`src/design/fle_pkg.sv`:
```
// ----------------------------------------------------------------------------
// fle_pkg: shared types and constants for the flag/length frame extractor
// Frame word layout, status and register index codes, queue sizing.
// ----------------------------------------------------------------------------
package fle_pkg;

  localparam logic [15:0] MAX_LEN_RESET   = 16'd1037;
  localparam logic [15:0] SHORT_FRAME_LEN = 16'd4;
  localparam logic [15:0] MIN_LONG_LEN    = 16'd5;

  localparam int Q_DEPTH = 4;
  localparam int Q_AW    = $clog2(Q_DEPTH);

  typedef enum logic [1:0] {
    ST_PROGRESS = 2'd0,
    ST_GOOD     = 2'd1,
    ST_BAD      = 2'd2
  } status_t;

  typedef enum logic [1:0] {
    CFG_START_FLAG = 2'd0,
    CFG_END_FLAG   = 2'd1,
    CFG_MAX_LEN    = 2'd2
  } cfg_idx_t;

  typedef struct packed {
    logic [7:0]  start_flag;
    logic [7:0]  end_flag;
    logic [15:0] max_frame_len;
  } cfg_t;

  typedef struct packed {
    logic [7:0]  frame_byte;
    logic [15:0] frame_index;
    logic        frame_last;
    status_t     frame_status;
  } frame_word_t;

endpackage

```
`src/design/fle_front.sv`:
```
// ----------------------------------------------------------------------------
// fle_front: byte classifier
// Tracks hunt/frame state, position and declared length; emits one frame
// word per accepted frame byte.
// ----------------------------------------------------------------------------
module fle_front import fle_pkg::*; (
  input  logic        clk,
  input  logic        rst_n,
  input  cfg_t        cfg,
  input  logic        in_valid,
  input  logic [7:0]  rx_byte,
  input  logic        q_full,
  output logic        push,
  output frame_word_t push_word
);

  logic        in_frame_r, in_frame_nxt;
  logic [15:0] pos_r, pos_nxt;
  logic [15:0] len_r, len_nxt;
  logic        accept;
  logic        emit;

  assign accept = in_valid && !q_full;
  assign push   = accept && emit;

  always_comb begin
    in_frame_nxt = in_frame_r;
    pos_nxt      = pos_r;
    len_nxt      = len_r;
    emit         = 1'b1;
    push_word.frame_byte   = rx_byte;
    push_word.frame_index  = pos_r;
    push_word.frame_last   = 1'b0;
    push_word.frame_status = ST_PROGRESS;
    if (!in_frame_r) begin
      push_word.frame_index = '0;
      if (rx_byte == cfg.start_flag) begin
        in_frame_nxt = 1'b1;
        pos_nxt      = 16'd1;
        len_nxt      = '0;
      end else begin
        emit = 1'b0;
      end
    end else if (pos_r == 16'd1) begin
      len_nxt = {rx_byte, 8'd0};
      pos_nxt = 16'd2;
    end else if (pos_r == 16'd2) begin
      len_nxt = {len_r[15:8], rx_byte};
      pos_nxt = 16'd3;
    end else if (pos_r == SHORT_FRAME_LEN - 16'd1) begin
      if (rx_byte == cfg.end_flag) begin
        in_frame_nxt = 1'b0;
        pos_nxt      = '0;
        push_word.frame_last   = 1'b1;
        push_word.frame_status = ST_GOOD;
      end else if (len_r > cfg.max_frame_len || len_r < MIN_LONG_LEN) begin
        in_frame_nxt = 1'b0;
        pos_nxt      = '0;
        push_word.frame_last   = 1'b1;
        push_word.frame_status = ST_BAD;
      end else begin
        pos_nxt = pos_r + 16'd1;
      end
    end else if (({1'b0, pos_r} + 17'd1) >= {1'b0, len_r}) begin
      in_frame_nxt = 1'b0;
      pos_nxt      = '0;
      push_word.frame_last   = 1'b1;
      push_word.frame_status = (rx_byte == cfg.end_flag) ? ST_GOOD : ST_BAD;
    end else begin
      pos_nxt = pos_r + 16'd1;
    end
  end

  always_ff @(posedge clk) begin
    if (!rst_n) begin
      in_frame_r <= 1'b0;
      pos_r      <= '0;
      len_r      <= '0;
    end else if (accept) begin
      in_frame_r <= in_frame_nxt;
      pos_r      <= pos_nxt;
      len_r      <= len_nxt;
    end
  end

endmodule

```
`src/design/fle_queue.sv`:
```
// ----------------------------------------------------------------------------
// fle_queue: short word queue
// Decouples the classifier from the output stage.
// ----------------------------------------------------------------------------
module fle_queue import fle_pkg::*; (
  input  logic        clk,
  input  logic        rst_n,
  input  logic        push,
  input  frame_word_t push_word,
  input  logic        pop,
  output logic        full,
  output logic        empty,
  output frame_word_t head_word
);

  frame_word_t          mem_r [Q_DEPTH];
  logic [Q_AW-1:0]      wr_ptr_r;
  logic [Q_AW-1:0]      rd_ptr_r;
  logic [Q_AW:0]        cnt_r;

  assign full      = (cnt_r == (Q_AW+1)'(Q_DEPTH));
  assign empty     = (cnt_r == '0);
  assign head_word = mem_r[rd_ptr_r];

  always_ff @(posedge clk) begin
    if (push) begin
      mem_r[wr_ptr_r] <= push_word;
    end
  end

  always_ff @(posedge clk) begin
    if (!rst_n) begin
      wr_ptr_r <= '0;
      rd_ptr_r <= '0;
      cnt_r    <= '0;
    end else begin
      if (push) wr_ptr_r <= wr_ptr_r + 1'b1;
      if (pop)  rd_ptr_r <= rd_ptr_r + 1'b1;
      unique case ({push, pop})
        2'b10:   cnt_r <= cnt_r + 1'b1;
        2'b01:   cnt_r <= cnt_r - 1'b1;
        default: cnt_r <= cnt_r;
      endcase
    end
  end

endmodule

```
`src/design/fle_back.sv`:
```
// ----------------------------------------------------------------------------
// fle_back: output stage
// Registered result word, refilled from the queue whenever it frees up.
// ----------------------------------------------------------------------------
module fle_back import fle_pkg::*; (
  input  logic        clk,
  input  logic        rst_n,
  input  logic        q_empty,
  input  frame_word_t head_word,
  output logic        pop,
  input  logic        out_stall,
  output logic        out_valid,
  output frame_word_t out_word
);

  logic        out_valid_r;
  frame_word_t out_word_r;

  assign pop       = !q_empty && (!out_valid_r || !out_stall);
  assign out_valid = out_valid_r;
  assign out_word  = out_word_r;

  always_ff @(posedge clk) begin
    if (!rst_n) begin
      out_valid_r <= 1'b0;
    end else if (pop) begin
      out_valid_r <= 1'b1;
    end else if (!out_stall) begin
      out_valid_r <= 1'b0;
    end
  end

  always_ff @(posedge clk) begin
    if (pop) begin
      out_word_r <= head_word;
    end
  end

endmodule

```
`src/design/flag_length_frame_extractor_unit.sv`:
```
// ----------------------------------------------------------------------------
// flag_length_frame_extractor_unit: start/end flag, length-prefixed deframer
// An accepted frame byte reaches out_valid through the queue write, then the
// output register. Throughput: 1 byte per cycle; in_stall rises only
// when the 4-word queue fills behind a stalled output.
// Synchronous active-low reset: hunting state, empty queue, registers to
// their defaults (flags 0, max length 1037).
// ----------------------------------------------------------------------------
module flag_length_frame_extractor_unit import fle_pkg::*; (
  input  logic        clk,
  input  logic        rst_n,
  input  logic        cfg_wr_en,
  input  logic [1:0]  cfg_index,
  input  logic [15:0] cfg_wr_data,
  input  logic        in_valid,
  output logic        in_stall,
  input  logic [7:0]  in_rx_byte,
  output logic        out_valid,
  input  logic        out_stall,
  output logic [7:0]  out_frame_byte,
  output logic [15:0] out_frame_index,
  output logic        out_frame_last,
  output logic [1:0]  out_frame_status
);

  cfg_t        cfg_r;
  logic        q_full;
  logic        q_empty;
  logic        push;
  logic        pop;
  frame_word_t push_word;
  frame_word_t head_word;
  frame_word_t out_word;

  always_ff @(posedge clk) begin
    if (!rst_n) begin
      cfg_r.start_flag    <= '0;
      cfg_r.end_flag      <= '0;
      cfg_r.max_frame_len <= MAX_LEN_RESET;
    end else if (cfg_wr_en) begin
      unique case (cfg_index)
        CFG_START_FLAG: cfg_r.start_flag    <= cfg_wr_data[7:0];
        CFG_END_FLAG:   cfg_r.end_flag      <= cfg_wr_data[7:0];
        CFG_MAX_LEN:    cfg_r.max_frame_len <= cfg_wr_data;
        default:        cfg_r <= cfg_r;
      endcase
    end
  end

  assign in_stall = q_full;

  fle_front u_front (
    .clk       (clk),
    .rst_n     (rst_n),
    .cfg       (cfg_r),
    .in_valid  (in_valid),
    .rx_byte   (in_rx_byte),
    .q_full    (q_full),
    .push      (push),
    .push_word (push_word)
  );

  fle_queue u_queue (
    .clk       (clk),
    .rst_n     (rst_n),
    .push      (push),
    .push_word (push_word),
    .pop       (pop),
    .full      (q_full),
    .empty     (q_empty),
    .head_word (head_word)
  );

  fle_back u_back (
    .clk       (clk),
    .rst_n     (rst_n),
    .q_empty   (q_empty),
    .head_word (head_word),
    .pop       (pop),
    .out_stall (out_stall),
    .out_valid (out_valid),
    .out_word  (out_word)
  );

  assign out_frame_byte   = out_word.frame_byte;
  assign out_frame_index  = out_word.frame_index;
  assign out_frame_last   = out_word.frame_last;
  assign out_frame_status = out_word.frame_status;

endmodule

```
`config.mk`:
```
export PLATFORM = sky130hd
export DESIGN_NAME = flag_length_frame_extractor_unit
export DESIGN_NICKNAME = d
export VERILOG_FILES = /design/src/design/fle_pkg.sv /design/src/design/fle_front.sv /design/src/design/fle_queue.sv /design/src/design/fle_back.sv /design/src/design/flag_length_frame_extractor_unit.sv
export SDC_FILE = /design/constraint.sdc
export NUM_CORES = 1
export LEC_CHECK = 0
export CAP_MARGIN = 20
export CORE_MARGIN = 3
export CORE_UTILIZATION = 50
export CTS_CLUSTER_DIAMETER = 40
export DETAILED_ROUTE_END_ITERATION = 8
export DONT_BUFFER_PORTS = 1
export SYNTH_ARGS = -nofsm -noshare
export SYNTH_HDL_FRONTEND = slang
export SYNTH_HIERARCHICAL = 1
export SYNTH_SLANG_ARGS = --single-unit
```
`constraint.sdc`:
```
create_clock -name clk -period 5.15 [get_ports clk]
set_input_delay 1.03 -clock clk [delete_from_list [all_inputs] [get_ports clk]]
set_output_delay 1.03 -clock clk [all_outputs]
set_load 0.005 [all_outputs]
```
* After elaboration in Yosys (flattened, before gate mapping)
Memory sizes are Yosys's and may differ from the RTL's. A register that Yosys moved wholly into a read port is not among the register bits.
Cells that the tools add are included.
** Storage, ports and cells
- Logic and storage cells :: 88
- Memories kept :: 1
- Bits in writable memories :: 108
- Latch bits :: 0
- Memory bits (read-only) :: 0
- Output and inout port bits :: 29
- Register bits after elaboration :: 73
** Operators by class
- $mul :: 0
- Bitwise gates (word level) :: 0
- Divide/modulo/power cells :: 0
- Add/sub/neg operators :: 6
- Shift-type cells :: 0
- Equality and inequality tests :: 13
- Muxes and demuxes :: 35
- Reductions and logical operators :: 19
- Order comparisons :: 3
** Memory list
- u_queue.mem_r :: depth 4, width 27, rd ports 1, clocked after Yosys merged registers in 1, wr ports 1, line fle_queue.sv:16 : frame_word_t mem_r [Q_DEPTH];
** Operators with widths (number)
- $mux W16 :: 12
- $eq A16 B2 Y1 const B :: 2
- $mux W3 :: 7
- $add A16 B1 Y17 const B :: 1
- $ge A17 B16 Y1 :: 1
- $add A16 B1 Y16 const B :: 1
- $eq A16 B1 Y1 const B :: 1
- $eq A8 B8 Y1 :: 2
- $gt A16 B16 Y1 :: 1
- $lt A16 B3 Y1 const B :: 1
- $mux W1 :: 13
- $mux W8 :: 1
- $reduce_and A2 Y1 :: 4
- $pmux W3 S2 :: 1
- $reduce_and A3 Y1 :: 2
- $add A2 B1 Y2 const B :: 2
- $eq A2 B1 Y1 const B :: 2
- $eq A2 B2 Y1 const B :: 2
- $logic_not A1 Y1 :: 4
- $reduce_bool A2 Y1 :: 2
- $add A3 B1 Y3 const B :: 1
- $eq A3 B3 Y1 const B :: 1
- $logic_and A1 B1 Y1 :: 3
- $logic_not A3 Y1 :: 1
- other kinds (7) :: 8

* Depth between registers and ports, before layout
Gate-level depths: netlist of the first run.
- Depth in word-level cells :: 8
- Mapped depth :: 16
- Gate-level depth less buffers :: 14

* Cells and area by module
Netlist of the first run, hierarchy kept.
** By module, submodules not included
- fle_queue :: area an instance 4394.2 um^2, cells an instance 187, times used 1, seq. area each 3423.3 um^2
- fle_front :: area an instance 2865.2 um^2, cells an instance 363, times used 1, seq. area each 660.6 um^2
- flag_length_frame_extractor_unit :: area an instance 1246.2 um^2, cells an instance 127, times used 1, seq. area each 640.6 um^2
- fle_back :: area an instance 850.8 um^2, cells an instance 31, times used 1, seq. area each 830.8 um^2

* Worst setup path before layout of the first run
No wires, ideal clock.
- Kind :: input-to-reg
- From :: input out_stall
- To :: register u_queue.cnt_r[2]
- Path slack :: 1134 ps
- Setup time :: 76 ps
- Path buffers :: 0
- Cell stages on the path :: 7
- Data arrival time :: 3941 ps
- Required time :: 5074 ps
- Cell sequence :: a21oi_1 > ha_1 > inv_1 > fa_1 > xor2_1 > or3_1 > a21boi_0
** On the way
- Longest elaborated chain between the ends :: 5
** RTL lines
- start: declaration :: line flag_length_frame_extractor_unit.sv:19 : input logic out_stall,
- $logic_not A1 Y1 (*) :: line fle_back.sv:19 : assign pop = !q_empty && (!out_valid_r || !out_stall);
- $logic_or A1 B1 Y1 (*) :: line fle_back.sv:19
- $logic_and A1 B1 Y1 (*) :: line fle_back.sv:19
- $eq A2 B1 Y1 / $eq A2 B2 Y1 (equally long branches) :: line fle_queue.sv:39 : unique case ({push, pop})
- $pmux W3 S2 / $reduce_bool A2 Y1 (equally long branches)
- end signal: assignment :: line fle_queue.sv:40 : 2'b10: cnt_r <= cnt_r + 1'b1;
- end signal: assignment :: line fle_queue.sv:41 : 2'b01: cnt_r <= cnt_r - 1'b1;
- end signal: assignment :: line fle_queue.sv:42 : default: cnt_r <= cnt_r;
- end: declaration :: line fle_queue.sv:19 : logic [Q_AW:0] cnt_r;
Every way passes the cells marked *; elsewhere a longest branch is shown, timed or not.
A chain may end at the register's enable or synchronous reset.

* Final worst setup path of the first run
- From :: register u_front.pos_r[0]
- To :: register u_front.pos_r[15]
** On the way
- Longest elaborated chain between the ends :: 7
** RTL lines
- start: declaration :: line fle_front.sv:18 : logic [15:0] pos_r, pos_nxt;
- start signal: assignment :: line fle_front.sv:81 : pos_r <= pos_nxt;
- $add A16 B1 Y17 / $add A16 B1 Y16 (equally long branches) :: line fle_front.sv:64, fle_front.sv:62, fle_front.sv:70
- $ge A17 B16 Y1 / $mux W16 (equally long branches) :: line fle_front.sv:64, fle_front.sv:56
- $mux W16, on equally long branches :: line fle_front.sv:64, fle_front.sv:51
- $mux W16 :: line fle_front.sv:50 : end else if (pos_r == SHORT_FRAME_LEN - 16'd1) begin
- $mux W16 :: line fle_front.sv:47 : end else if (pos_r == 16'd2) begin
- $mux W16 (*) :: line fle_front.sv:44 : end else if (pos_r == 16'd1) begin
- $mux W16 (*) :: line fle_front.sv:35 : if (!in_frame_r) begin
Marks and branches as above.

==> qor.csv, run 1 <==
metric,value,unit
post-DP HPWL,12500,µm
#FFs+latches synth,210,
Core Area,18100,µm²
Starting Density,0.516,
CTS Buf Count,34,
run status,"finished, final reports clean",
share of the synthesized area in the top cell type,0.433,
Clock Sinks,210,
yosys warns,6,
Post-CTS Setup Inserts,0,
initial antenna violation count,0,
Pre-antenna DRT Iters,4,
sequential element share of the synthesized area,0.594,
Area contributors post-synth,"edfxtp_1, dfxtp_1, ha_1",
Final Util,0.584,
Slew headroom,0.378,
CTS tree,built,
RSZ-0062 raised after global routing,no,
final setup vio count,0,
Max Clock Freq,255,MHz
antenna diode count,0,
Worst Setup Start Kind,flip-flop,
area growth from synthesis to layout,13.3,%
die width,143,µm
CTS resizes,0,
most frequent cells after synthesis,"edfxtp_1, dfxtp_1, nand2_1",
root buf cell,clkbuf_16,
GR Overflow Total,0,
first-pass GRT wire length,30100,µm
Power Density,434,nW/µm²
design area,10600,µm²
DR iter-0 viols,387,
number of global-route vias before repair,5634,
syn_nets,780,
Netlist Area Pre-Place,9360,µm²
share of layout cells above drive strength 1,0.130,
drt drc,0,
num ports,60,
row count,49,
H-tree depth,2,
vias per inst,5.68,
VDD IR max,0.000270,V
total wire length,18700,µm
Power Total,4.60,mW
Most used DFF post-synth,edfxtp_1,
fraction of registers with async set/reset,0,
final number of hold-violating endpoints,0,
Static Leakage,3.71,nW
Max Slew Vio Count,0,
critical path type,reg -> reg,
"EDFF count, synth",135,
"Clk Latency, worst-skew pair",490,ps
Hold Worst Slack,455,ps
Final period util,0.762,
syn avg cell area,13.2,µm²
Worst EP arrival,4350,ps
leading area contributor after synthesis,edfxtp_1,
gp weighted congestion,0.868,
final antenna-violating net count,0,
Via Count,5498,
fin crit period,3920,ps
setup_tns,0,ps
Worst Clk Skew,13.3,ps
most common cell in the synthesized netlist,edfxtp_1,
Crit Path Max Fanout,9,
Port Buffers,0,
Clock transition at path regs,50,ps
Nets,787,
maxcap violations,0,
number of distinct library cells after synthesis,60,
pin count of the biggest net entering global routing,69,
CP Data Required Time,5580,ps
WL/cell,19.3,µm
Tightest Pin Transition,931,ps
Max Root-Sink Buffers,3,
total die area,20400,µm²
Setup crit end kind,flip-flop,
Total GRT Usage,0.190,
die height,143,µm
cell count after synthesis,708,
Hold Path Class,reg -> reg,
# hold bufs at CTS,0,
placed cell area,9460,µm²
## placed cells by master, fill, tap and decap left out, drive strengths merged, types with 4 or more instances in the layout
master,instances
a22oi,9
edfxtp,135
clkinvlp,4
buf,7
and3,12
o21ai,11
and2,28
bufinv,4
xnor2,20
nand4,15
nor4,8
inv,55
nand4b,4
xor2,15
a21oi,15
clkinv,11
mux4,27
nand2,63
ha,40
o21a,8
dfxtp,75
mux2i,29
o211ai,7
nor2,32
o31ai,4
a22o,9
clkbuf,37
a211oi,4
nor2b,4
nand3,9
a21boi,4
nor3,8
## cell type report
type	instances	area, µm²
fill	1453	7540
sequential	210	5560
multi-input combinational	411	3380
clock buffer	37	883
tap	229	287
clock inverter	23	254
inverter	51	191
timing repair buffer	7	52.6
## final timing paths
check                                                 endpoint  slack (ps)                           from  cells past startpoint
worst max-delay path            u_front/pos_r[15]$_SDFFE_PN0P_        1230  u_front/pos_r[0]$_SDFFE_PN0P_                     14
worst min register to register           cfg_r[8]$_SDFFE_PN0P_         450          cfg_r[8]$_SDFFE_PN0P_                      2
worst max register to register  u_front/pos_r[15]$_SDFFE_PN0P_        1230  u_front/pos_r[0]$_SDFFE_PN0P_                     14
worst min-delay path                     cfg_r[8]$_SDFFE_PN0P_         450          cfg_r[8]$_SDFFE_PN0P_                      2
## through the flow
| step | std cells | setup WS, ps |
|---|---|---|
| 6_report | 968 | 1230 |
| 5_1_grt | 968 | 909 |
| 4_1_cts | 967 | 1270 |
| 3_5_place_dp | 907 | 1320 |
| 3_3_place_gp | 907 | 1470 |
| 2_1_floorplan | 708 | 1130 |
## worst max-delay path, cell delays in order (launching register included)
cell      delay [ps]
dfxtp_1          490
ha_1             340
nand3_1          190
or2_2            390
nor2b_1          210
nand4_1          140
xnor2_1          220
ha_1             290
a21o_1           160
a21o_1           180
a211oi_1         270
o211ai_2         220
inv_1            200
o21ba_1          370
a22o_1           190
## per-layer routing
metal / track usage / part of all wire / vias up
met4: 0.0735 / 0.025 / 0
met2: 0.303 / 0.48 / 129
met3: 0.0432 / 0.055 / 37
li1: - / - / 2616
met1: 0.254 / 0.44 / 2716
met5: 0 / 0 / -
## report_power, final
group	internal [mW]	switching [mW]
logic	0.152	0.230
clock network	1.45	0.794
registers	1.93	0.0456
total	3.53	1.07
## registers in the layout, indices dropped and copies added (netlist names), named ones only
| register | flops |
|---|---|
| u_front/in_frame_r | 1 |
| u_back/out_word | 27 |
| u_front/len_r | 16 |
| u_queue/mem_r | 108 |
| u_queue/rd_ptr_r | 2 |
| u_queue/wr_ptr_r | 2 |
| u_queue/cnt_r | 3 |
| cfg_r | 32 |
| u_front/pos_r | 16 |
| u_back/out_valid | 1 |
## logic make-up after synthesis
| group | synth area share |
|---|---|
| compound gates | 0.0666 |
| xor+xnor | 0.0328 |
| fa+ha+maj | 0.0556 |
| buf+inv | 0.0461 |
| flops | 0.594 |
| mux | 0.0988 |
| simple gates | 0.106 |
No activity file was read; power rests on OpenSTA's default activity.
==> run 2: changes to the inputs <==
Settings changed: PLACE_DENSITY from default to 0.68.
Clock period 5.15 ns to 3.35 ns, I/O delays scaled along.
==> run 2 against run 1 <==
Net effect: hold slack got worse by 220 ps; via count grew 2.2%; sequential power rose by 54%; clock skew up 12 ps; largest cell class unchanged; utilization grew 0.63 points; clock-buffer cell count shrank 9; combinational power is 59% higher; first-iteration DRC count is 21% lower; critical path type unchanged; highest routed layer unchanged; global-route usage is 0.61 points lower; die area is the same.
==> qor.csv, run 2 (synthesis gave the netlist of run 1 again) <==
metric,value,unit
VDD IR max,0.000420,V
Crit Path Max Fanout,9,
# hold bufs at CTS,0,
Nets,811,
Pre-antenna DRT Iters,5,
share of layout cells above drive strength 1,0.176,
Via Count,5619,
root buf cell,clkbuf_16,
pin count of the biggest net entering global routing,69,
Tightest Pin Transition,750,ps
Clock Sinks,210,
initial antenna violation count,0,
CTS Buf Count,28,
row count,49,
maxcap violations,0,
"Clk Latency, worst-skew pair",540,ps
first-pass GRT wire length,29800,µm
run status,"finished, final reports clean",
WL/cell,18.7,µm
num ports,60,
Starting Density,0.516,
Max Slew Vio Count,0,
CP Data Required Time,3750,ps
area growth from synthesis to layout,14.6,%
number of global-route vias before repair,5682,
Slew headroom,0.498,
total wire length,18500,µm
Clock transition at path regs,60,ps
Max Clock Freq,316,MHz
Hold Worst Slack,232,ps
critical path type,reg -> reg,
H-tree depth,1,
Worst Clk Skew,24.9,ps
Setup crit end kind,flip-flop,
fin crit period,3160,ps
"commonest non-fill, non-tap cell in the layout",edfxtp_1,
die width,143,µm
gp weighted congestion,0.854,
DR iter-0 viols,304,
final setup vio count,0,
final number of hold-violating endpoints,0,
Static Leakage,3.78,nW
vias per inst,5.68,
multi-input gate area in the final layout,3490,µm²
total die area,20400,µm²
Reg area,5560,µm²
Worst Setup Start Kind,flip-flop,
GR Overflow Total,0,
max reg flops,108,
largest reg by FF count,u_queue/mem_r,
Core Area,18100,µm²
Hold Path Class,in -> reg,
post-DP HPWL,12800,µm
CTS tree,built,
drt drc,0,
die height,143,µm
Total GRT Usage,0.183,
Port Buffers,0,
antenna diode count,0,
Max Root-Sink Buffers,3,
final antenna-violating net count,0,
setup_tns,0,ps
Power Density,600,nW/µm²
highest-count cells in the layout ignoring fill and taps,"edfxtp_1, dfxtp_1, nand2_1, inv_1, ha_1",
Layout fillers,1400,
Worst EP arrival,3560,ps
Final period util,0.943,
-- run 2: changes by cell type in the layout (fill, tap and decap cells not counted), sizes merged --
cell	change
buf	+30
clkinvlp	-2
clkbuf	-9
bufinv	-2
inv	-2
clkinv	+7
-- run 2: layout make-up --
type,instances,area share
Tap cell,229,0.0267
Timing Repair Buffer,37,0.0271
Clock buffer,28,0.0654
Clock inverter,24,0.0189
Multi-Input combinational cell,411,0.326
Inverter,51,0.0179
Sequential cell,210,0.519
-- run 2: per-layer routing --
| layer | vias up | part of all wire | GRT usage |
|---|---|---|---|
| met3 | 32 | 0.051 | 0.0342 |
| met5 | - | 0 | 0 |
| met2 | 139 | 0.48 | 0.301 |
| li1 | 2666 | - | - |
| met4 | 0 | 0.022 | 0.0540 |
| met1 | 2782 | 0.45 | 0.251 |
-- run 2: what timing repair did --
item / CTS / global route
pin swaps: 0 / 11
setup endpoints to repair: 23 / 29
buffers inserted: 0 / 3
resized for setup: 4 / 22
-- run 2: power breakdown --
part	leakage (nW)	switching [mW]	internal [mW]
Combinational	1.65	0.359	0.247
Clock	0.442	1.10	1.69
Sequential	1.69	0.0725	2.96
Total	3.78	1.53	4.90
-- run 2: worst max-delay path: stages, from the launching register on --
cell and delay (ps):
dfxtp_1 350, ha_2 190, nand3_1 90, or2_4 280
buf_4 140, xnor2_1 130, ha_1 290, nand4_1 170
nor3_1 270, a2111oi_2 80, buf_4 150, o211ai_4 240
inv_2 100, o21ba_2 240, buf_12 140, a22o_1 180
-- run 2: metrics by stage --
step                power, mW   util  instance area [µm²]  std cells  worst slack [ps]
floorplan                3.59      -                 9360        708              7.82
global placement         3.67  0.534                 9680        935              72.3
detailed placement       3.70  0.534                 9680        935             -95.0
CTS                      6.51  0.584                10600        987              16.4
global route             6.68  0.591                10700        990             -9.37
finish                   6.43  0.591                10700        990               190
-- run 2: path summary, 6_finish.rpt --
check,depth (start not counted),slack (ps),end,from
max reg2reg,15,190,u_front/pos_r[10]$_SDFFE_PN0P_,u_front/pos_r[1]$_SDFFE_PN0P_
min,0,230,u_queue/mem_r[1][26]$_DFFE_PP_,in_rx_byte[7]
max,15,190,u_front/pos_r[10]$_SDFFE_PN0P_,u_front/pos_r[1]$_SDFFE_PN0P_
min reg2reg,2,450,cfg_r[8]$_SDFFE_PN0P_,cfg_r[8]$_SDFFE_PN0P_
